==> src/hdl/scn_pkg.sv <==
// shared types and constants for the sparse coordinate normalizer
package scn_pkg;

   localparam int COORD_W    = 16;
   localparam int VALUE_W    = 32;
   localparam int CSR_ADDR_W = 3;
   localparam int CSR_DATA_W = 32;

   // request kinds
   localparam logic REQ_LOAD   = 1'b0;
   localparam logic REQ_FINISH = 1'b1;

   // register index (byte address bit 2)
   localparam logic CSR_IDX_SWAP = 1'b0;

   typedef struct packed {
      logic                      req_type;
      logic [COORD_W-1:0]        row_index;
      logic [COORD_W-1:0]        col_index;
      logic signed [VALUE_W-1:0] entry_value;
   } req_payload_type;

   typedef struct packed {
      logic [COORD_W-1:0]        out_row;
      logic [COORD_W-1:0]        out_col;
      logic signed [VALUE_W-1:0] out_value;
      logic                      last;
      logic                      empty_res;
      logic                      overflowed;
   } rsp_payload_type;

   typedef enum logic [1:0] {
      ST_IDLE,
      ST_DRAIN,
      ST_FLUSH,
      ST_LAST
   } state_type;

   // command broadcast to every cell
   typedef struct packed {
      logic ins;
      logic pop;
      logic push;
   } chain_ctl_type;

   // command to the merge unit
   typedef struct packed {
      logic take;
      logic flush;
      logic fin;
   } merge_ctl_type;

   // merge unit status
   typedef struct packed {
      logic push;
      logic emit;
      logic last;
      logic empty;
   } merge_out_type;

endpackage

==> src/hdl/scn_cell.sv <==
// one storage cell of the sorted entry chain
module scn_cell #(
   parameter int KEY_BITS = 32
) (
   input  logic                          clock,
   input  scn_pkg::chain_ctl_type        ctl,
   input  logic                          occ,
   input  logic                          left_occ,
   input  logic                          right_occ,
   input  logic                          left_gt,
   input  logic [KEY_BITS-1:0]           left_key,
   input  logic [scn_pkg::VALUE_W-1:0]   left_val,
   input  logic [KEY_BITS-1:0]           right_key,
   input  logic [scn_pkg::VALUE_W-1:0]   right_val,
   input  logic [KEY_BITS-1:0]           new_key,
   input  logic [scn_pkg::VALUE_W-1:0]   new_val,
   output logic                          gt,
   output logic [KEY_BITS-1:0]           key,
   output logic [scn_pkg::VALUE_W-1:0]   val
);

   logic [KEY_BITS-1:0]         key_ff, key_in;
   logic [scn_pkg::VALUE_W-1:0] val_ff, val_in;

   // empty cells sort after everything
   assign gt  = !occ || (key_ff > new_key);
   assign key = key_ff;
   assign val = val_ff;

   always_comb begin
      key_in = key_ff;
      val_in = val_ff;
      if (ctl.ins) begin
         if (left_gt) begin
            key_in = left_key;
            val_in = left_val;
         end else if (gt) begin
            key_in = new_key;
            val_in = new_val;
         end
      end else if (ctl.pop) begin
         if (occ && right_occ) begin
            key_in = right_key;
            val_in = right_val;
         end else if (occ && ctl.push) begin
            key_in = new_key;
            val_in = new_val;
         end
      end else if (ctl.push) begin
         if (!occ && left_occ) begin
            key_in = new_key;
            val_in = new_val;
         end
      end
   end

   always_ff @(posedge clock) begin
      key_ff <= key_in;
      val_ff <= val_in;
   end

endmodule

==> config.mk <==
export PLATFORM = sky130hd
export DESIGN_NAME = scn_cell
export DESIGN_NICKNAME = d
export VERILOG_FILES = /design/src/hdl/scn_pkg.sv /design/src/hdl/scn_cell.sv
export SDC_FILE = /design/constraint.sdc
export NUM_CORES = 1
export LEC_CHECK = 0
export ABC_AREA = 1
export CAP_MARGIN = 5
export CORE_UTILIZATION = 25
export DETAILED_ROUTE_END_ITERATION = 8
export DONT_BUFFER_PORTS = 1
export SKIP_LAST_GASP = 1
export SLEW_MARGIN = 20
export SYNTH_ARGS = -nofsm -noshare
export SYNTH_HDL_FRONTEND = slang
export SYNTH_SLANG_ARGS = --single-unit
==> constraint.sdc <==
create_clock -name clock -period 3.2 [get_ports clock]
set_input_delay 0.64 -clock clock [delete_from_list [all_inputs] [get_ports clock]]
set_output_delay 0.64 -clock clock [all_outputs]
set_load 0.005 [all_outputs]
[Word-level counts from Yosys, hierarchy flattened]
Cells that the tools add are included.
Storage, ports and cells
  bits in registers: 64
  word-level logic and storage cells: 29
  output and inout port bits: 65
Operators by class
  equal/unequal tests: 2
  reduce and logical (&&, ||, !) cells: 8
  muxes and demuxes: 16
  $lt $le $gt $ge: 1
Operator list (number)
  32-bit 2-to-1 mux: 16
  32-bit greater-than comparator: 1
  3-bit nonzero test: 2
  4-bit by 1-bit != test with 1-bit output (second input constant): 1
  4-bit AND reduction: 1
  1-bit logical AND: 3
  3-bit by 1-bit != test with 1-bit output (second input constant): 1
  1-bit logical NOT: 1
  1-bit logical OR: 1

[Longest topological paths before layout]
Gate-level depths: netlist of run 1.
  depth in word-level cells: 6
  depth in mapped cells: 17

[Worst setup path before layout of run 1]
No wires, ideal clock.
  kind: in2reg
  from: input new_key[31]
  to: register key_ff[0], in the netlist key[0], enable pin
  path buffers: 0
  library setup time: 0.418 ns
  required time: 2.782 ns
  path slack: -0.070 ns
  stages: 12
  arrival time: 2.852 ns
  cells stage by stage: inv_1 ha_1 nand2_1 nor2_2 nand2_1 nor2_2 nand2_1 nand2_1 nand2_1 nand3_1 nand2_1 inv_1
On the way
  longest elaborated chain between the ends: 4
RTL lines
  start: declaration: RTL line scn_cell.sv:15  | input logic [KEY_BITS-1:0] new_key,
  32-bit greater-than comparator: RTL line scn_cell.sv:26  | assign gt = !occ || (key_ff > new_key);
  1-bit logical OR: RTL line scn_cell.sv:26
  3-bit by 1-bit != test with 1-bit output (no source line)
  4-bit AND reduction (no source line)
  end signal: assignment: RTL line scn_cell.sv:58  | key_ff <= key_in;
  end: declaration: RTL line scn_cell.sv:22  | logic [KEY_BITS-1:0] key_ff, key_in;
Every way passes these cells.
A chain may end at the register's enable or synchronous reset.

[Worst setup path in the final report of run 1]
  from: register key_ff[17], in the netlist key[17]
  to: output gt
On the way
  longest elaborated chain between the ends: 2
RTL lines
  32-bit greater-than comparator: RTL line scn_cell.sv:26
  1-bit logical OR: RTL line scn_cell.sv:26
  end: declaration: RTL line scn_cell.sv:17  | output logic gt,
Every way passes these cells.

==> results of run 1 <==
==> sequential cells by signal, summed over array words and instances (netlist names) <==
name and flops:
key 32, val 32
==> cells in the final DEF (no fill, tap or decap), types with 2 or more instances in the layout <==
master	Yosys	final
o21ai_1	4	4
nand4_1	3	3
nor2_1	9	9
buf_4	2	2
ha_1	32	32
o211ai_2	54	54
nand2_1	295	295
clkbuf_16	0	9
edfxtp_1	64	64
o21ai_0	62	62
o211ai_1	11	11
a21oi_1	13	13
nor2_2	3	3
bufinv_16	0	3
inv_1	74	72
nand3_1	3	3
clkinvlp_4	0	2
buf_12	0	3
==> worst max path at each step <==
stage	endpoint	startpoint	slack (ns)
after global placement	val[2]	new_key[17]	0.46
after global routing	gt	key[17]	0.30
final	gt	key[17]	0.61
after detailed placement	key[28]	new_key[23]	0.49
after CTS	gt	key[17]	0.45
after floorplan	key[0]	new_key[7]	0.22
==> cells by family after synthesis <==
| family | share of synthesized area [%] |
|---|---|
| buffers and inverters | 10.9 |
| adders and majority gates | 7.57 |
| AOI/OAI and AO/OA | 22.3 |
| and+or+nand+nor | 22.9 |
| DFF | 36.3 |
==> stage by stage <==
step                      cells  util (%)  worst slack [ns]
after floorplan             674         -             0.217
final                       923      28.1             0.606
after detailed placement    907      26.4             0.486
after global placement      907      26.4             0.458
after global routing        923      28.1             0.299
after CTS                   923      28.1             0.452
==> worst reg2reg max path, cell delays in order (launching register included) <==
cell,delay (ns)
edfxtp_1,0.46
ha_1,0.31
nand2_1,0.07
nor2_2,0.13
nand4_1,0.14
nor2_2,0.18
nand2_1,0.07
nand2_1,0.05
nand2_1,0.06
nand3_1,0.06
nand2_1,0.08
clkinvlp_4,0.11
buf_12,0.31
==> per-layer routing <==
metal | vias to the layer above | share of wire [%] | track usage [%]
li1 | 2187 | - | -
met1 | 1921 | 42 | 15.6
met2 | 187 | 48 | 22.3
met3 | 17 | 7.4 | 3.83
met4 | 0 | 1.9 | 5.31
met5 | - | 0 | 0
==> power breakdown <==
| part | switching, uW | total (uW) | leakage [uW] | internal (uW) |
|---|---|---|---|---|
| logic | 269 | 437 | 0.00193 | 167 |
| clock network | 379 | 1140 | 0.000164 | 762 |
| registers | 76.4 | 1130 | 0.000645 | 1050 |
==> layout make-up <==
cell class | count | share of cell area (%)
repair buffers | 5 | 1.30
flip-flops and latches | 64 | 33.4
inverters | 74 | 4.91
clock buffers | 9 | 3.91
multi-input cells | 494 | 48.6
clock inverters | 7 | 2.06
well taps | 270 | 5.86
==> flow_summary_export.csv, run 1 <==
group,metric,value,unit
outcome,outcome,"finished clean",
placement,numPortBuffers,0,
timing,slew_violations,0,
power,finalPower,2700,uW
yosys,synth_area,5290,um2
drt,initialDrtViolationCount,126,
final_layout,nets,880,
floorplan,row_count,52,
timing,finalSetupTns,0,ns
yosys,yosysMostFrequentCell,"nand2_1",
grt,grt_pass1_wl,22200,um
timing,rsz0062_at_grt,"no",
timing,slew_headroom,44.4,%
critical_path,path_delay_family,"simple AND/OR/NAND/NOR gates",
yosys,ys_types,24,
yosys,seq_area_frac_synth,36.3,%
critical_path,critical_path_class,"register to primary output",
final_layout,seqCellArea,1920,um2
clock_network,cts.sinks,64,
drt,antenna_left,0,
yosys,synth.area.top_cells,"edfxtp_1 36%, nand2_1 21%, o211ai_2 13%",
placement,hpwl,10700,um
final_layout,multi_input_area,2800,um2
critical_path,required,2.56,ns
grt,overflow,0,
critical_path,critical_path_arrival,1.95,ns
grt,grt_pass1_vias,4043,
timing,period_share,81.1,%
grt,antenna_found_initial,0,
yosys,netlist_instances,674,
drt,wl_per_cell,15.8,um
final_layout,fillers,2211,
clock_network,cts_resized,0,
timing,setup_viol,0,
grt,globalRouteTotalUtil,13.2,%
drt,routed_wl,14500,um
yosys,syn_area_per_cell,7.85,um2
hold_path,hp-class,"input port to register",
critical_path,reg2regPathDepth,12,
timing,whs,0.507,ns
clock_network,worst_skew_pair.late_latency,0.34,ns
hold_path,hold_depth,2,
yosys,synthArstFlopShare,0,%
timing,period_minus_slack,2.59,ns
drt,firstDrtPassIters,5,
critical_path,r2r_setup_slack,0.78,ns
timing,hold_violations,0,
critical_path,crit_buf_inv,0,
drt,drc,0,
final_layout,antenna_cells,0,
critical_path,end_kind,"primary output",
critical_path,r2r_start,"key[22]",
floorplan,start_util,25.8,%
placement,placed_cell_area,5420,um2
timing,fmaxAchievable,385,MHz
power,p_leak,0.00274,uW
yosys,ys.warnings.count,0,
timing,max_slew.worst_pin.slew,0.834,ns
hold_path,worstHoldStart,"ctl[2]",
final_layout,drive_gt1_share,12.4,%
clock_network,clock_path_buffers,2,
yosys,synth_commonest_cells,"295 x nand2_1, 74 x inv_1, 64 x edfxtp_1",
final_layout,area_growth,8.89,%
drt,vias,4312,
placement,routabilityCongestion,0.806,
yosys,syn_nets,906,
timing,clock_skew,0.0105,ns
critical_path,cpPeakStageDelay,0.42,ns
floorplan,fp.dieH,147,um
floorplan,io_pins,265,
yosys,synth_edf_count,64,
yosys,synth_top_cell_by_area,"edfxtp_1",
clock_network,cts-hold-fix-buffers,0,
critical_path,cpMostUsedCell,"nand2_1",
critical_path,start_kind,"register",
critical_path,crit_cells,11,
yosys,synth_top_area_share,36.3,%
clock_network,path_clk_slew,0.06,ns
clock_network,postCtsSetupRepairBufs,0,
clock_network,htreeDepth,3,
critical_path,worst_path_max_delay_cell,"edfxtp_1",
yosys,synth-main-ff-cell,"edfxtp_1",
job,drv_cap,0,
yosys,ys_seq_elements,64,
floorplan,die_width,147,um
critical_path,cp_max_fo,2,
clock_network,cts_made_buffers,9,
final_layout,final_area,5760,um2
clock_network,root_buffer,"clkbuf_16",
grt,grt_max_degree,130,
power,ir_worst_vdd,0.215,mV
power,pwr_density_cell,469,nW/um2
floorplan,placeableCoreArea,20500,um2
clock_network,cts_tree,"yes",
critical_path,rr_endpoint,"val[8]",
floorplan,die_area,21700,um2
critical_path,path_cells,"ha_1 -> nand2_1 -> nand2_1 -> nand2_1 -> nand2_1 -> nand2_1 -> nand3_1 -> a21oi_1 -> nand2_1 -> nand2_1 -> nand2_1",
hold_path,worstHoldEndpoint,"val[12]",
drt,viasPerCell,4.67,
No activity file was read; power rests on OpenSTA's default activity.
==> inputs of run 2 (changes only) <==
- clock period: 3.2 -> 2.7 ns (I/O delays scaled with it)
==> flow_summary_export.csv, run 2 (synthesized netlist as in run 1, its figures left out) <==
group,metric,value,unit
critical_path,cp_max_fo,2,
critical_path,required,2.16,ns
grt,overflow,0,
floorplan,io_pins,265,
power,p_switching,882,uW
drt,firstDrtPassIters,4,
drt,wl_per_cell,15.8,um
timing,period_share,89.1,%
final_layout,nets,882,
floorplan,row_count,52,
placement,numPortBuffers,0,
timing,slew_violations,0,
power,seq_power_share,44.0,%
placement,routabilityCongestion,0.752,
placement,pre_cts_ws,0.158,ns
drt,vias,4284,
clock_network,root_buffer,"clkbuf_16",
timing,fmaxAchievable,416,MHz
timing,layout_setup_ws,0.295,ns
floorplan,placeableCoreArea,20500,um2
critical_path,path_cells,"ha_1 -> a21oi_1 -> o21ai_1 -> nand2_1 -> nand2_1 -> a21oi_2 -> nand2_1 -> nand2_1 -> nand2_1",
clock_network,cts.sinks,64,
drt,drc,0,
clock_network,cts_tree,"yes",
timing,slew_headroom,51.5,%
timing,rsz0062_at_grt,"no",
power,pwr_density_cell,512,nW/um2
grt,globalRouteTotalUtil,13.5,%
critical_path,end_kind,"primary output",
timing,max_slew.worst_pin.slew,0.728,ns
grt,grt_pass1_wl,22200,um
power,intPower,2190,uW
power,ir_worst_vdd,0.274,mV
critical_path,worst_path_max_delay_cell,"edfxtp_1",
grt,antenna_found_initial,0,
critical_path,crit_buf_inv,0,
job,drv_cap,0,
final_layout,final_area,5990,um2
clock_network,cts_made_buffers,9,
final_layout,layout_common_cells,"292 x nand2_1, 64 x edfxtp_1, 60 x o21ai_0",
final_layout,fillers,2195,
critical_path,path_delay_family,"compound AO/OA/AOI/OAI gates",
power,netSwitchingFraction,28.7,%
critical_path,critical_path_arrival,1.86,ns
timing,clock_skew,0.00501,ns
placement,placed_cells,909,
floorplan,die_width,147,um
timing,hold_violations,0,
floorplan,start_util,25.8,%
drt,routed_wl,14600,um
clock_network,clock_path_buffers,2,
outcome,outcome,"finished clean",
grt,grt_pass1_vias,3949,
clock_network,path_clk_slew,0.06,ns
power,p_clk_share,37.3,%
final_layout,seqCellArea,1920,um2
grt,grt_max_degree,130,
critical_path,cpMostUsedCell,"nand2_1",
floorplan,die_area,21700,um2
critical_path,cpPeakStageDelay,0.42,ns
final_layout,final_cells,925,
placement,hpwl,10900,um
final_layout,mostFrequentLayoutCell,"nand2_1",
floorplan,fp.dieH,147,um
timing,period_minus_slack,2.40,ns
final_layout,area_growth,13.3,%
final_layout,drive_gt1_share,19.1,%
power,p_leak,0.00271,uW
clock_network,htreeDepth,3,
placement,placed_cell_area,5700,um2
hold_path,hp-class,"input port to register",
critical_path,critical_path_class,"register to primary output",
clock_network,postCtsSetupRepairBufs,0,
critical_path,start_kind,"register",
power,combPwrFrac,18.7,%
timing,finalSetupTns,0,ns
final_layout,multi_input_area,3040,um2
final_layout,antenna_cells,0,
drt,initialDrtViolationCount,175,
timing,setup_viol,0,
drt,antenna_left,0,
drt,viasPerCell,4.63,
power,finalPower,3070,uW
clock_network,worst_skew_pair.late_latency,0.33,ns
-- run 2: final timing paths --
path | from | to | slack (ns) | depth (start not counted)
setup / recovery | key[27] | gt | 0.30 | 9
hold / removal | ctl[2] | val[21] | 0.41 | 2
hold reg to reg | key[16] | key[1] | 1.52 | 9
setup reg to reg | key[21] | val[14] | 0.38 | 12
-- run 2: layout make-up --
class | instances | share of cell area, %
Clock buffer | 9 | 3.76
Clock inverter | 7 | 1.04
Inverter | 74 | 5.01
Multi-Input combinational cell | 494 | 50.8
Sequential cell | 64 | 32.1
Tap cell | 270 | 5.64
Timing Repair Buffer | 7 | 1.71
-- run 2: timing repair --
| action | 4_1_cts | 5_1_grt |
|---|---|---|
| gates resized for setup | 0 | 1 |
| setup endpoints to repair | 0 | 1 |
| hold buffers | 0 | 0 |
-- run 2: worst register-to-register path, stage by stage, from the launching register on --
cell and delay [ns]:
edfxtp_1 0.46, ha_4 0.32, nand2_2 0.05, nor2_2 0.13, nand4_1 0.11, nor2_2 0.16
nand2_1 0.07, nand2_1 0.06, nand2_1 0.06, nand3_1 0.08, nand2_1 0.08, clkinvlp_4 0.16
buf_12 0.21
-- run 2: power groups by stage --
stage               logic (uW)  registers, uW  clock network [uW]
floorplan                  504           1330                   0
global placement           571           1380                   0
detailed placement         588           1370                   0
CTS                        588           1350                1200
global route               671           1360                1240
finish                     575           1350                1150
-- run 2: stage by stage --
stage | hold slack, ns | util, %
floorplan | 0.757 | -
global placement | 0.744 | 27.8
detailed placement | 0.745 | 27.8
CTS | 0.388 | 29.2
global route | 0.397 | 29.2
finish | 0.406 | 29.2
-- run 2: routing by layer --
layer | wire, um | vias to the layer above | share of wire, % | global-route usage, %
li1 | - | 2197 | - | -
met1 | 6210 | 1889 | 43 | 16.6
met2 | 6850 | 188 | 47 | 21.7
met3 | 1380 | 10 | 9.4 | 5.25
met4 | 146 | 0 | 1.0 | 3.92
met5 | 0 | - | 0 | 0
