$ cat config.mk
export PLATFORM = sky130hd
export DESIGN_NAME = scn_merge
export DESIGN_NICKNAME = d
export VERILOG_FILES = /design/src/hdl/scn_pkg.sv /design/src/hdl/scn_merge.sv
export SDC_FILE = /design/constraint.sdc
export NUM_CORES = 1
export LEC_CHECK = 0
export ABC_CLOCK_PERIOD_IN_PS = 5100
export BUFFER_PORTS_ARGS = -buffer_cell sky130_fd_sc_hd__buf_2
export CAP_MARGIN = 20
export CORE_MARGIN = 2
export CORE_UTILIZATION = 30
export CTS_CLUSTER_SIZE = 14
export DETAILED_ROUTE_END_ITERATION = 10
export SETUP_SLACK_MARGIN = 0.05
export SLEW_MARGIN = 20
export SYNTH_ARGS = -nofsm -noshare
export SYNTH_HDL_FRONTEND = slang
export SYNTH_SLANG_ARGS = --single-unit
$ cat constraint.sdc
create_clock -name clock -period 5.1 [get_ports clock]
set_clock_uncertainty 0.05 [all_clocks]
set_input_delay 0.765 -clock clock [delete_from_list [all_inputs] [get_ports clock]]
set_output_delay 0.765 -clock clock [all_outputs]
set_load 0.01 [all_outputs]
$ cat src/hdl/scn_pkg.sv
// shared types and constants for the sparse coordinate normalizer
package scn_pkg;

   localparam int COORD_W    = 16;
   localparam int VALUE_W    = 32;
   localparam int CSR_ADDR_W = 3;
   localparam int CSR_DATA_W = 32;

   // request kinds
   localparam logic REQ_LOAD   = 1'b0;
   localparam logic REQ_FINISH = 1'b1;

   // register index (byte address bit 2)
   localparam logic CSR_IDX_SWAP = 1'b0;

   typedef struct packed {
      logic                      req_type;
      logic [COORD_W-1:0]        row_index;
      logic [COORD_W-1:0]        col_index;
      logic signed [VALUE_W-1:0] entry_value;
   } req_payload_type;

   typedef struct packed {
      logic [COORD_W-1:0]        out_row;
      logic [COORD_W-1:0]        out_col;
      logic signed [VALUE_W-1:0] out_value;
      logic                      last;
      logic                      empty_res;
      logic                      overflowed;
   } rsp_payload_type;

   typedef enum logic [1:0] {
      ST_IDLE,
      ST_DRAIN,
      ST_FLUSH,
      ST_LAST
   } state_type;

   // command broadcast to every cell
   typedef struct packed {
      logic ins;
      logic pop;
      logic push;
   } chain_ctl_type;

   // command to the merge unit
   typedef struct packed {
      logic take;
      logic flush;
      logic fin;
   } merge_ctl_type;

   // merge unit status
   typedef struct packed {
      logic push;
      logic emit;
      logic last;
      logic empty;
   } merge_out_type;

endpackage

$ cat src/hdl/scn_merge.sv
// sums equal-position entries off the chain head and holds back one survivor
module scn_merge #(
   parameter int KEY_BITS = 32
) (
   input  logic                          clock,
   input  logic                          reset,
   input  scn_pkg::merge_ctl_type        ctl,
   input  logic [KEY_BITS-1:0]           head_key,
   input  logic [scn_pkg::VALUE_W-1:0]   head_val,
   output scn_pkg::merge_out_type        status,
   output logic [KEY_BITS-1:0]           push_key,
   output logic [scn_pkg::VALUE_W-1:0]   push_val,
   output logic [KEY_BITS-1:0]           pend_key,
   output logic [scn_pkg::VALUE_W-1:0]   pend_val
);

   logic                        acc_valid_ff, acc_valid_in;
   logic [KEY_BITS-1:0]         acc_key_ff, acc_key_in;
   logic [scn_pkg::VALUE_W-1:0] acc_sum_ff, acc_sum_in;
   logic                        pend_valid_ff, pend_valid_in;
   logic [KEY_BITS-1:0]         pend_key_ff, pend_key_in;
   logic [scn_pkg::VALUE_W-1:0] pend_val_ff, pend_val_in;
   logic                        same_key;
   logic                        surv;

   assign same_key = acc_valid_ff && (acc_key_ff == head_key);
   // accumulator closes with a nonzero sum
   assign surv = ((ctl.take && !same_key) || ctl.flush) && acc_valid_ff
                 && (acc_sum_ff != '0);

   assign status.push  = surv;
   assign status.emit  = (surv && pend_valid_ff) || ctl.fin;
   assign status.last  = ctl.fin;
   assign status.empty = ctl.fin && !pend_valid_ff;

   assign push_key = acc_key_ff;
   assign push_val = acc_sum_ff;
   assign pend_key = pend_key_ff;
   assign pend_val = pend_val_ff;

   always_comb begin
      acc_valid_in  = acc_valid_ff;
      acc_key_in    = acc_key_ff;
      acc_sum_in    = acc_sum_ff;
      pend_valid_in = pend_valid_ff;
      pend_key_in   = pend_key_ff;
      pend_val_in   = pend_val_ff;
      if (ctl.take) begin
         if (same_key) begin
            acc_sum_in = acc_sum_ff + head_val;
         end else begin
            acc_valid_in = 1'b1;
            acc_key_in   = head_key;
            acc_sum_in   = head_val;
         end
      end
      if (ctl.flush) begin
         acc_valid_in = 1'b0;
      end
      if (surv) begin
         pend_valid_in = 1'b1;
         pend_key_in   = acc_key_ff;
         pend_val_in   = acc_sum_ff;
      end
      if (ctl.fin) begin
         pend_valid_in = 1'b0;
      end
   end

   always_ff @(posedge clock) begin
      if (reset) begin
         acc_valid_ff  <= 1'b0;
         pend_valid_ff <= 1'b0;
      end else begin
         acc_valid_ff  <= acc_valid_in;
         pend_valid_ff <= pend_valid_in;
      end
      acc_key_ff  <= acc_key_in;
      acc_sum_ff  <= acc_sum_in;
      pend_key_ff <= pend_key_in;
      pend_val_ff <= pend_val_in;
   end

endmodule
Yosys cells after proc, flatten, opt, wreduce, memory -nomap -nowiden
Cells that the tools add are included. W data, S select, Z words.

Bits of input ports: 69. Word-level logic and storage cells: 24. Flip-flop bits (word level): 130.

Reductions and logical operators: 14. Bitwise operators: 1. Add/subtract/negate cells: 1. Equality and inequality tests: 1. Multiplexer cells: 1.

Operators by type and width (number): $add A32 B32 Y32 (1); $eq A32 B32 Y1 (1); $mux W32 (1); $reduce_bool A32 Y1 (1); $logic_and A1 B1 Y1 (6); $reduce_or A2 Y1 (2); $logic_not A1 Y1 (2); $logic_or A1 B1 Y1 (2); $reduce_and A2 Y1 (1); $not A1 Y1 (1).

Depth between registers and ports, before layout
Gate-level depths: netlist of run 1.

Word-level depth: 9. Depth in mapped cells: 10. Mapped depth without buffers: 10.

Least setup slack after synthesis of run 1
Ideal clock, no wire load.

Path type: input-to-output. Start: input head_key[18]. End: output status[2] (netlist name). Buffers on the path: 0. Slack: 569 ps. Data arrival time: 3716 ps. Required time: 4285 ps. Cell stages on the path: 7. Cell sequence: xor2_1 nor4_1 and4_1 nand4b_1 and2_1 o221a_2 a21o_1.

RTL lines: from (decl) (RTL line scn_merge.sv:8) `input logic [KEY_BITS-1:0] head_key,`; to (decl) (RTL line scn_merge.sv:10) `output scn_pkg::merge_out_type status,`.

==> results.sh, run 1 <==
export IMPL_rows=54
export IMPL_syn_num_nets=609
export IMPL_clk_pin_slew_ps=60
export IMPL_p_clk_frac=0.436
export IMPL_num_vias=4982
export IMPL_irDropWorstVdd_mv=0.213
export IMPL_port_buffers=200
export IMPL_drive_above_1_share=0.343
export IMPL_p_leak_uw=0.00348
export IMPL_dr_pass1_iters=5
export IMPL_final_common_cell="buf_2"
export IMPL_first_iter_violations=249
export IMPL_critPathLaunchType="input port"
export IMPL_dp_hpwl_mm=13.5
export IMPL_synthCells=508
export IMPL_fin_crit_sh=0.760
export IMPL_fin_nets=817
export IMPL_synth_edff_count=128
export IMPL_avgViaCountPerCell=4.94
export IMPL_relSlewSlack=0.303
export IMPL_cts_resized=0
export IMPL_clockBufferDepth=2
export IMPL_internal_power_uw=2330
export IMPL_path_class="input port to output pin"
export IMPL_tightest_slew_ps=1050
export IMPL_worstPathMaxFanout=67
export IMPL_pre_cts_slack_ps=1240
export IMPL_start_util=0.302
export IMPL_postCtsSetupRepairBufs=0
export IMPL_hold_viol_final=0
export IMPL_critPathArrivalTime_ps=3060
export IMPL_fin_ws_ps=1220
export IMPL_timing_final_max_slew_violations=0
export IMPL_synth_area_mm2=0.00654
export IMPL_hp_class="flop to flop"
export IMPL_grt_max_degree=68
export IMPL_antenna_left=0
export IMPL_ys_warn_count=0
export IMPL_seq_area_frac_synth=0.594
export IMPL_setup_viol=0
export IMPL_wl_per_cell_um=17.9
export IMPL_status="complete, no violations"
export IMPL_routed_wl_mm=18.1
export IMPL_grt_overflow=0
export IMPL_cts_tree="yes"
export IMPL_rsz0062_at_grt="no"
export IMPL_holdWs_ps=443
export IMPL_antenna_found_initial=0
export IMPL_clock_latency_ps=420
export IMPL_antennaDiodeCount=0
export IMPL_htreeDepth=4
export IMPL_fmax_mhz=258
export IMPL_core_area_mm2=0.0216
export IMPL_period_minus_slack_ps=3880
export IMPL_worst_setup_path_end_kind="output pin"
export IMPL_syn2layout_area_growth_pct=29.9
export IMPL_track_usage=0.154
export IMPL_clockRootBuffer="clkbuf_16"
export IMPL_fin_setup_tns_ps=0
export IMPL_drc=0
export IMPL_p_sw_frac=0.262
export IMPL_yosysUniqueCellTypes=66
export IMPL_required_ps=4280
export IMPL_p_per_area_mw_per_mm2=372
export IMPL_dieArea_mm2=0.0230
export IMPL_grt_pass1_vias=4711
export IMPL_die_x_um=152
export IMPL_cts_buffers=17
export IMPL_fin_util=0.393
export IMPL_cts_hold_buf=0
export IMPL_syn_area_per_cell_um2=12.9
export IMPL_grt_pass1_wl_mm=26.6
export IMPL_pwr_share_comb=0.152
export IMPL_globalplace_congestion=0.824
export IMPL_final_cell_mix="buf_2, edfxtp_1, nand2_1"
export IMPL_cts_sinks=130
export IMPL_synthArstFlopShare=0
export IMPL_switching_power_uw=828
export IMPL_max_cap_violations=0
export IMPL_die_h_um=152
export IMPL_synth_top_flop_cell="edfxtp_1"
export IMPL_ioPinCount=201
export IMPL_seqPwrFrac=0.412
export IMPL_ys_ff_latch=130
==> power groups by stage <==
stage                     logic [µW]  registers [µW]  clock network (µW)
final                            480            1300                1380
after floorplan                  282            1340                   0
after global routing             536            1310                1440
after global placement           477            1320                   0
after CTS                        482            1300                1400
after detailed placement         479            1330                   0
==> stage by stage <==
stage,total power (µW),instances,area (µm²)
2_1_floorplan,1620,508,6540
3_3_place_gp,1800,977,7840
3_5_place_dp,1800,977,7840
4_1_cts,3190,1009,8500
5_1_grt,3290,1009,8500
6_report,3160,1009,8500
==> layout make-up <==
cell class	instances	area, µm²
Fill cell	2143	13100
Multi-Input combinational cell	356	2550
Tap cell	280	350
Clock inverter	14	226
Clock buffer	18	429
Sequential cell	130	3880
Timing Repair Buffer	203	1020
Inverter	8	30.0
==> critical path, cell delays in order <==
cell	delay (ps)
buf_2	120
xor2_1	320
nor4_1	80
nand4b_1	140
nand4b_1	170
and2_1	180
o221a_4	900
a21o_1	220
buf_2	120
==> Yosys cell counts, types with 4 or more instances <==
library cell  count  area share
xor2_1           30       0.040
nand3_1           5      0.0038
edfxtp_1        128        0.59
and2_1            5      0.0048
nor4b_1           4      0.0054
nor3b_1           5      0.0057
nand2_1          45       0.026
o31ai_1           5      0.0057
nor2_1           21       0.012
nand4_1           6      0.0057
o21a_1            9       0.010
clkbuf_1          6      0.0034
inv_1             8      0.0046
and4_1            5      0.0067
o21ai_0          30       0.023
nor4_1           16       0.015
o21ai_1           4      0.0031
nor3_1            9      0.0069
ha_1             31       0.059
a21o_1           18       0.021
a21oi_1          27       0.021
xnor2_1          24       0.032
==> state kept, by name, summed over array words and instances (netlist names) <==
signal	count
acc_valid_ff	1
push_val	32
pend_valid_ff	1
push_key	32
pend_key	32
pend_val	32
==> metal layers <==
layer  GRT usage  wire (µm)
met5           0          0
met2       0.255       8400
met1       0.197       8060
met3      0.0365       1270
met4      0.0583        344
==> logic make-up after synthesis <==
group                    synth area share
AO/OA/AOI/OAI                       0.130
XOR/XNOR                           0.0723
adder cells (fa/ha/maj)            0.0624
buffers and inverters              0.0168
flip-flops                          0.594
multiplexers                      0.00976
AND/OR/NAND/NOR                     0.115
==> final timing paths <==
path | to | depth (start not counted) | slack (ps) | start
setup / recovery | status[2] | 9 | 1220 | head_key[1]
hold / removal | pend_key[23] | 0 | 440 | push_key[23]
setup reg to reg | push_val[28] | 10 | 1770 | push_val[0]
hold reg to reg | pend_key[23] | 0 | 440 | push_key[23]
(Power assumes the default switching activity.)
==> run 2: changes to the inputs <==
--- a/config.mk
+++ b/config.mk
@@ -5,7 +5,7 @@
 export SDC_FILE = /design/constraint.sdc
 export NUM_CORES = 1
 export LEC_CHECK = 0
-export ABC_CLOCK_PERIOD_IN_PS = 5100
+export ABC_CLOCK_PERIOD_IN_PS = 3120
 export BUFFER_PORTS_ARGS = -buffer_cell sky130_fd_sc_hd__buf_2
 export CAP_MARGIN = 20
 export CORE_MARGIN = 2
==> constraint.sdc (replaced) <==
create_clock -name clock -period 3.12 [get_ports clock]
set_clock_uncertainty 0.05 [all_clocks]
set_input_delay 0.468 -clock clock [delete_from_list [all_inputs] [get_ports clock]]
set_output_delay 0.468 -clock clock [all_outputs]
set_load 0.01 [all_outputs]
==> run 2 against run 1 <==
- sequential power rose by 63%
- critical path depth fell by 1
- hold slack got worse by 260 ps
- first-iteration DRC count rose by 44%
- cell area rose by 4.1%
- wire length rose by 3.9%
- total power rose by 58%
- die area did not move
- count of clock-buffer cells in the layout fell by 1
- sequential share of layout area fell by 1.8 points
- cell count rose by 4.8%
- largest cell class unchanged
==> results.sh, run 2 (synthesis gave the netlist of run 1 again) <==
export IMPL_p_leak_uw=0.00369
export IMPL_total_power_uw=4990
export IMPL_max_cap_violations=0
export IMPL_grt_max_degree=63
export IMPL_worstReg2RegStart="push_val[8]"
export IMPL_fin_cells=1057
export IMPL_clock_latency_ps=420
export IMPL_critPathArrivalTime_ps=2530
export IMPL_irDropWorstVdd_mv=0.355
export IMPL_critical_path_startpoint="push_key[15]"
export IMPL_pwr_share_comb=0.180
export IMPL_drive_above_1_share=0.402
export IMPL_fillers=2131
export IMPL_dieArea_mm2=0.0230
export IMPL_reg2reg_depth=9
export IMPL_antenna_found_initial=0
export IMPL_required_ps=2600
export IMPL_rsz0062_at_grt="yes"
export IMPL_path_class="flop to output pin"
export IMPL_avgViaCountPerCell=4.87
export IMPL_seqPwrFrac=0.424
export IMPL_wl_per_cell_um=17.8
export IMPL_cts_sinks=130
export IMPL_fin_ws_ps=70.4
export IMPL_r2r_end="push_val[17]"
export IMPL_crit_end="status[2]"
export IMPL_period_minus_slack_ps=3050
export IMPL_pre_cts_slack_ps=-151
export IMPL_internal_power_uw=3560
export IMPL_fin_crit_sh=0.977
export IMPL_first_iter_violations=358
export IMPL_tightest_slew_ps=727
export IMPL_fmax_mhz=328
export IMPL_dr_pass1_iters=4
export IMPL_port_buffers=200
export IMPL_cts_tree="yes"
export IMPL_htreeDepth=4
export IMPL_core_area_mm2=0.0216
export IMPL_antennaDiodeCount=0
export IMPL_hold_viol_final=0
export IMPL_antenna_left=0
export IMPL_die_h_um=152
export IMPL_cts_buffers=17
export IMPL_r2r_slack_ps=220
export IMPL_final_cell_mix="buf_2, edfxtp_1, buf_4"
export IMPL_worstPathMaxFanout=3
export IMPL_grt_pass1_vias=4970
export IMPL_worst_setup_path_end_kind="output pin"
export IMPL_p_per_area_mw_per_mm2=563
export IMPL_dp_cells=1011
export IMPL_grt_overflow=0
export IMPL_track_usage=0.161
export IMPL_timing_final_max_slew_violations=0
export IMPL_critPathLaunchType="flop"
export IMPL_p_sw_frac=0.285
export IMPL_dp_hpwl_mm=14.3
export IMPL_die_x_um=152
export IMPL_fin_nets=865
export IMPL_relSlewSlack=0.511
export IMPL_clockBufferDepth=2
export IMPL_regArea_mm2=0.00388
export IMPL_globalplace_congestion=0.829
export IMPL_ioPinCount=201
export IMPL_grt_pass1_wl_mm=27.6
export IMPL_p_clk_frac=0.395
export IMPL_start_util=0.302
export IMPL_clockRootBuffer="clkbuf_16"
export IMPL_multi_input_area_mm2=0.00263
export IMPL_clk_pin_slew_ps=60
export IMPL_rows=54
export IMPL_final_common_cell="buf_2"
export IMPL_fin_setup_tns_ps=0
export IMPL_setup_viol=0
export IMPL_routed_wl_mm=18.8
export IMPL_cts_hold_buf=0
export IMPL_num_vias=5150
export IMPL_drc=0
export IMPL_switching_power_uw=1420
export IMPL_hp_class="input port to flop"
export IMPL_status="complete, no violations"
export IMPL_syn2layout_area_growth_pct=35.3
## run 2: changes by cell type in the layout (fill, tap and decap cells not counted), sizes merged
| cell | change |
|---|---|
| clkinvlp | +3 |
| clkinv | -1 |
| bufinv | -4 |
| buf | +48 |
| clkbuf | -1 |
| inv | +3 |
## run 2: final cells by class
| type | instances | area share |
|---|---|---|
| repair buffers | 251 | 0.156 |
| clock inverters | 15 | 0.0168 |
| flip-flops and latches | 130 | 0.439 |
| inverters | 8 | 0.00339 |
| well taps | 280 | 0.0396 |
| clock buffers | 17 | 0.0481 |
| multi-input cells | 356 | 0.297 |
## run 2: stage by stage
step,instance area [µm²],hold WS (ps),utilization
after floorplan,6550,430,-
after global placement,8100,426,0.375
after detailed placement,8100,431,0.375
after CTS,8740,179,0.404
after global routing,8850,183,0.409
final,8850,187,0.409
## run 2: critical path, cell delays in order, from the launching register on
cell and delay (ps):
edfxtp_1 450, xor2_2 190, nor4_2 290, nand4b_1 130, nand4b_1 280, and2_4 200, o221a_4 260, a21o_1 170
buf_2 140
## run 2: per-layer routing
metal	track usage	vias up	part of all wire
met5	0	-	0
met4	0.0560	0	0.015
met3	0.0344	18	0.068
met2	0.272	197	0.47
met1	0.203	2446	0.44
li1	-	2489	-
## run 2: worst min path at each step
stage | cells past startpoint | end | startpoint
4_1_cts | 2 | acc_valid_ff | ctl[1]
3_5_place_dp | 0 | pend_key[16] | push_key[16]
2_1_floorplan | 2 | pend_valid_ff | pend_valid_ff
3_3_place_gp | 0 | pend_key[23] | push_key[23]
6_report | 2 | acc_valid_ff | ctl[1]
5_1_grt | 1 | push_key[13] | head_key[13]
## run 2: power by group through the flow
stage / sequential (µW) / clock, µW / combinational, µW
detailed placement: 2160 / 0 / 861
CTS: 2120 / 2010 / 878
finish: 2120 / 1970 / 899
global route: 2130 / 2090 / 989
global placement: 2150 / 0 / 858
floorplan: 2180 / 0 / 463
## run 2: what timing repair did
item	CTS	global route
buffers inserted	9	5
pin swaps	8	4
resized for setup	0	12
endpoints found under the setup margin	1	13
endpoints found under the hold margin	0	0
==> run 3: changes to the inputs <==
--- a/config.mk
+++ b/config.mk
@@ -5,6 +5,7 @@
 export SDC_FILE = /design/constraint.sdc
 export NUM_CORES = 1
 export LEC_CHECK = 0
+export ABC_AREA = 1
 export ABC_CLOCK_PERIOD_IN_PS = 3120
 export BUFFER_PORTS_ARGS = -buffer_cell sky130_fd_sc_hd__buf_2
 export CAP_MARGIN = 20
==> run 3 against run 2 <==
- clock power increased by 12%
- non-clock buffer count decreased by 44
- cell count increased by 30%
- via count increased by 25%
- critical endpoint is now status[3]
- highest routed layer unchanged
==> results.sh, run 3 <==
export IMPL_status="complete, no violations"
export IMPL_syn_area_per_cell_um2=9.03
export IMPL_ys_ff_latch=130
export IMPL_internal_power_uw=3800
export IMPL_start_util=0.305
export IMPL_tightest_slew_ps=538
export IMPL_fmax_mhz=349
export IMPL_fin_cells=1375
export IMPL_avgViaCountPerCell=4.67
export IMPL_track_usage=0.174
export IMPL_synthCells=818
export IMPL_core_area_mm2=0.0242
export IMPL_gr_usage_met3=0.0325
export IMPL_relSlewSlack=0.638
export IMPL_first_iter_violations=398
export IMPL_holdPathStages=2
export IMPL_cts_hold_buf=0
export IMPL_p_per_area_mw_per_mm2=560
export IMPL_grt_pass1_vias=6176
export IMPL_critPathArrivalTime_ps=2350
export IMPL_clk_pin_slew_ps=60
export IMPL_fin_setup_tns_ps=0
export IMPL_pwr_share_comb=0.179
export IMPL_worstHoldStart="ctl[1]"
export IMPL_cpMostUsedCell="nand2_1"
export IMPL_seq_area_frac_synth=0.526
export IMPL_synth_top_area_cell="edfxtp_1"
export IMPL_slowest_delay_ps=450
export IMPL_path_cells="xnor2_2 -> nand2_1 -> nor2_1 -> nand2_1 -> nor2_2 -> nand3_4 -> nand2_1 -> nand2_1 -> nand2_1 -> clkinvlp_4 -> buf_2"
export IMPL_final_cell_mix="nand2_1, buf_2, edfxtp_1"
export IMPL_synth_area_leaders="edfxtp_1, nand2_1, ha_1"
export IMPL_cts_tree="yes"
export IMPL_cts_buffers=17
export IMPL_dieArea_mm2=0.0259
export IMPL_synthArstFlopShare=0
export IMPL_ys_top_cells_by_count="nand2_1, edfxtp_1, nor2_1"
export IMPL_setup_viol=0
export IMPL_p_clk_frac=0.417
export IMPL_dr_pass1_iters=5
export IMPL_port_buffers=200
export IMPL_rsz0062_at_grt="no"
export IMPL_p_sw_frac=0.281
export IMPL_die_x_um=161
export IMPL_seqPwrFrac=0.403
export IMPL_critPathLaunchType="flop"
export IMPL_num_vias=6425
export IMPL_grt_busiest_layer="met2"
export IMPL_yosysUniqueCellTypes=40
export IMPL_rows=57
export IMPL_timing_final_max_slew_violations=0
export IMPL_design_area_mm2=0.00945
export IMPL_clockBufferDepth=2
export IMPL_period_minus_slack_ps=2870
export IMPL_antennaDiodeCount=0
export IMPL_drc=0
export IMPL_dp_hpwl_mm=17.9
export IMPL_synth_top_area_frac=0.521
export IMPL_drive_above_1_share=0.257
export IMPL_htreeDepth=4
export IMPL_antenna_found_initial=0
export IMPL_ys_warn_count=0
export IMPL_p_leak_uw=0.00423
export IMPL_worstReg2RegStart="push_val[8]"
export IMPL_max_cap_violations=0
export IMPL_reg2reg_depth=10
export IMPL_dpl_instance_area_mm2=0.00880
export IMPL_r2r_slack_ps=590
export IMPL_use_met1=0.222
export IMPL_wl_per_cell_um=16.4
export IMPL_final_common_cell="nand2_1"
export IMPL_hold_viol_final=0
export IMPL_use_met2=0.303
export IMPL_synth_most_common_cell="nand2_1"
export IMPL_synth_area_mm2=0.00738
export IMPL_syn_num_nets=919
export IMPL_min_to="acc_valid_ff"
export IMPL_grt_max_degree=34
export IMPL_cts_sinks=130
export IMPL_cp_slowest_cell="edfxtp_1"
export IMPL_globalplace_congestion=0.973
export IMPL_fin_crit_sh=0.919
export IMPL_grt_pass1_wl_mm=34.4
export IMPL_dp_cells=1342
export IMPL_clockRootBuffer="clkbuf_16"
export IMPL_synth_edff_count=128
export IMPL_switching_power_uw=1490
export IMPL_r2r_end="push_val[25]"
export IMPL_grt_overflow=0
export IMPL_worstPathMaxFanout=8
export IMPL_synth_top_flop_cell="edfxtp_1"
export IMPL_worst_setup_path_end_kind="output pin"
export IMPL_ioPinCount=201
export IMPL_hp_class="input port to flop"
export IMPL_routed_wl_mm=22.5
export IMPL_syn2layout_area_growth_pct=28.0
export IMPL_path_class="flop to output pin"
export IMPL_die_h_um=161
export IMPL_required_ps=2600
export IMPL_irDropWorstVdd_mv=0.325
export IMPL_fin_nets=1139
export IMPL_clock_latency_ps=430
export IMPL_antenna_left=0
[run 3: cell count changes after synthesis, moves of 7 or more]
cell,previous run,this run
nand2_1,45,231
inv_1,8,88
nor2_1,21,98
nand3_1,5,50
xor2_1,30,8
a21o_1,18,4
a21oi_2,1,13
a21oi_1,27,38
nand4_1,6,16
o21ai_0,30,21
o21a_1,9,2
[run 3: worst max-delay path by stage]
stage                       from  slack [ps]         to  cells past startpoint
global placement    head_key[16]         440  status[3]                     12
CTS                 push_key[16]         140  status[3]                     11
detailed placement  head_key[16]         430  status[3]                     12
finish               push_key[8]         250  status[3]                     11
floorplan           head_key[16]          60  status[3]                     11
global route        push_key[20]          50  status[3]                     13
[run 3: critical path: cells and delay by family, from the launching register on]
| kind | cells | cell delay (ps) |
|---|---|---|
| DFF | 1 | 450 |
| and+or+nand+nor | 8 | 940 |
| buffers and inverters | 2 | 280 |
| xor gates and xnor gates | 1 | 250 |
[run 3: metrics by stage]
| step | hold WS, ps | utilization | worst slack [ps] | total power, µW |
|---|---|---|---|---|
| 3_3_place_gp | 404 | 0.363 | 443 | 3110 |
| 6_report | 164 | 0.390 | 252 | 5290 |
| 5_1_grt | 166 | 0.390 | 52.3 | 5530 |
| 4_1_cts | 161 | 0.389 | 143 | 5330 |
| 2_1_floorplan | 390 | - | 58.1 | 2740 |
| 3_5_place_dp | 408 | 0.363 | 435 | 3110 |
[run 3: logic make-up after synthesis]
logic type / synth area share
AO/OA/AOI/OAI: 0.0718
XOR/XNOR: 0.0376
adder cells (fa/ha/maj): 0.0552
buffers and inverters: 0.0549
flip-flops: 0.526
AND/OR/NAND/NOR: 0.254
[run 3: layout make-up]
| type | count | area (µm²) |
|---|---|---|
| Clock inverter | 14 | 209 |
| Clock buffer | 18 | 429 |
| Timing Repair Buffer | 207 | 1050 |
| Tap cell | 324 | 405 |
| Fill cell | 2479 | 14800 |
| Sequential cell | 130 | 3880 |
| Multi-Input combinational cell | 591 | 3120 |
| Inverter | 91 | 349 |
[run 3: power by group through the flow]
stage / clock network [µW] / registers (µW) / logic [µW]
after floorplan: 0 / 2190 / 556
after global placement: 0 / 2170 / 940
after detailed placement: 0 / 2170 / 940
after CTS: 2250 / 2140 / 946
after global routing: 2320 / 2150 / 1060
final: 2210 / 2130 / 950
[run 3: what timing repair did]
item | CTS | global route
endpoints found under the setup margin | 0 | 2
gates resized for setup | 0 | 1
endpoints found under the hold margin | 0 | 0
setup buffers | 0 | 1
[run 3: metal layers]
metal / wire length [µm] / vias up
li1: - / 3209
met1: 9960 / 2970
met2: 11000 / 227
met3: 1240 / 19
met4: 306 / 0
met5: 0 / -
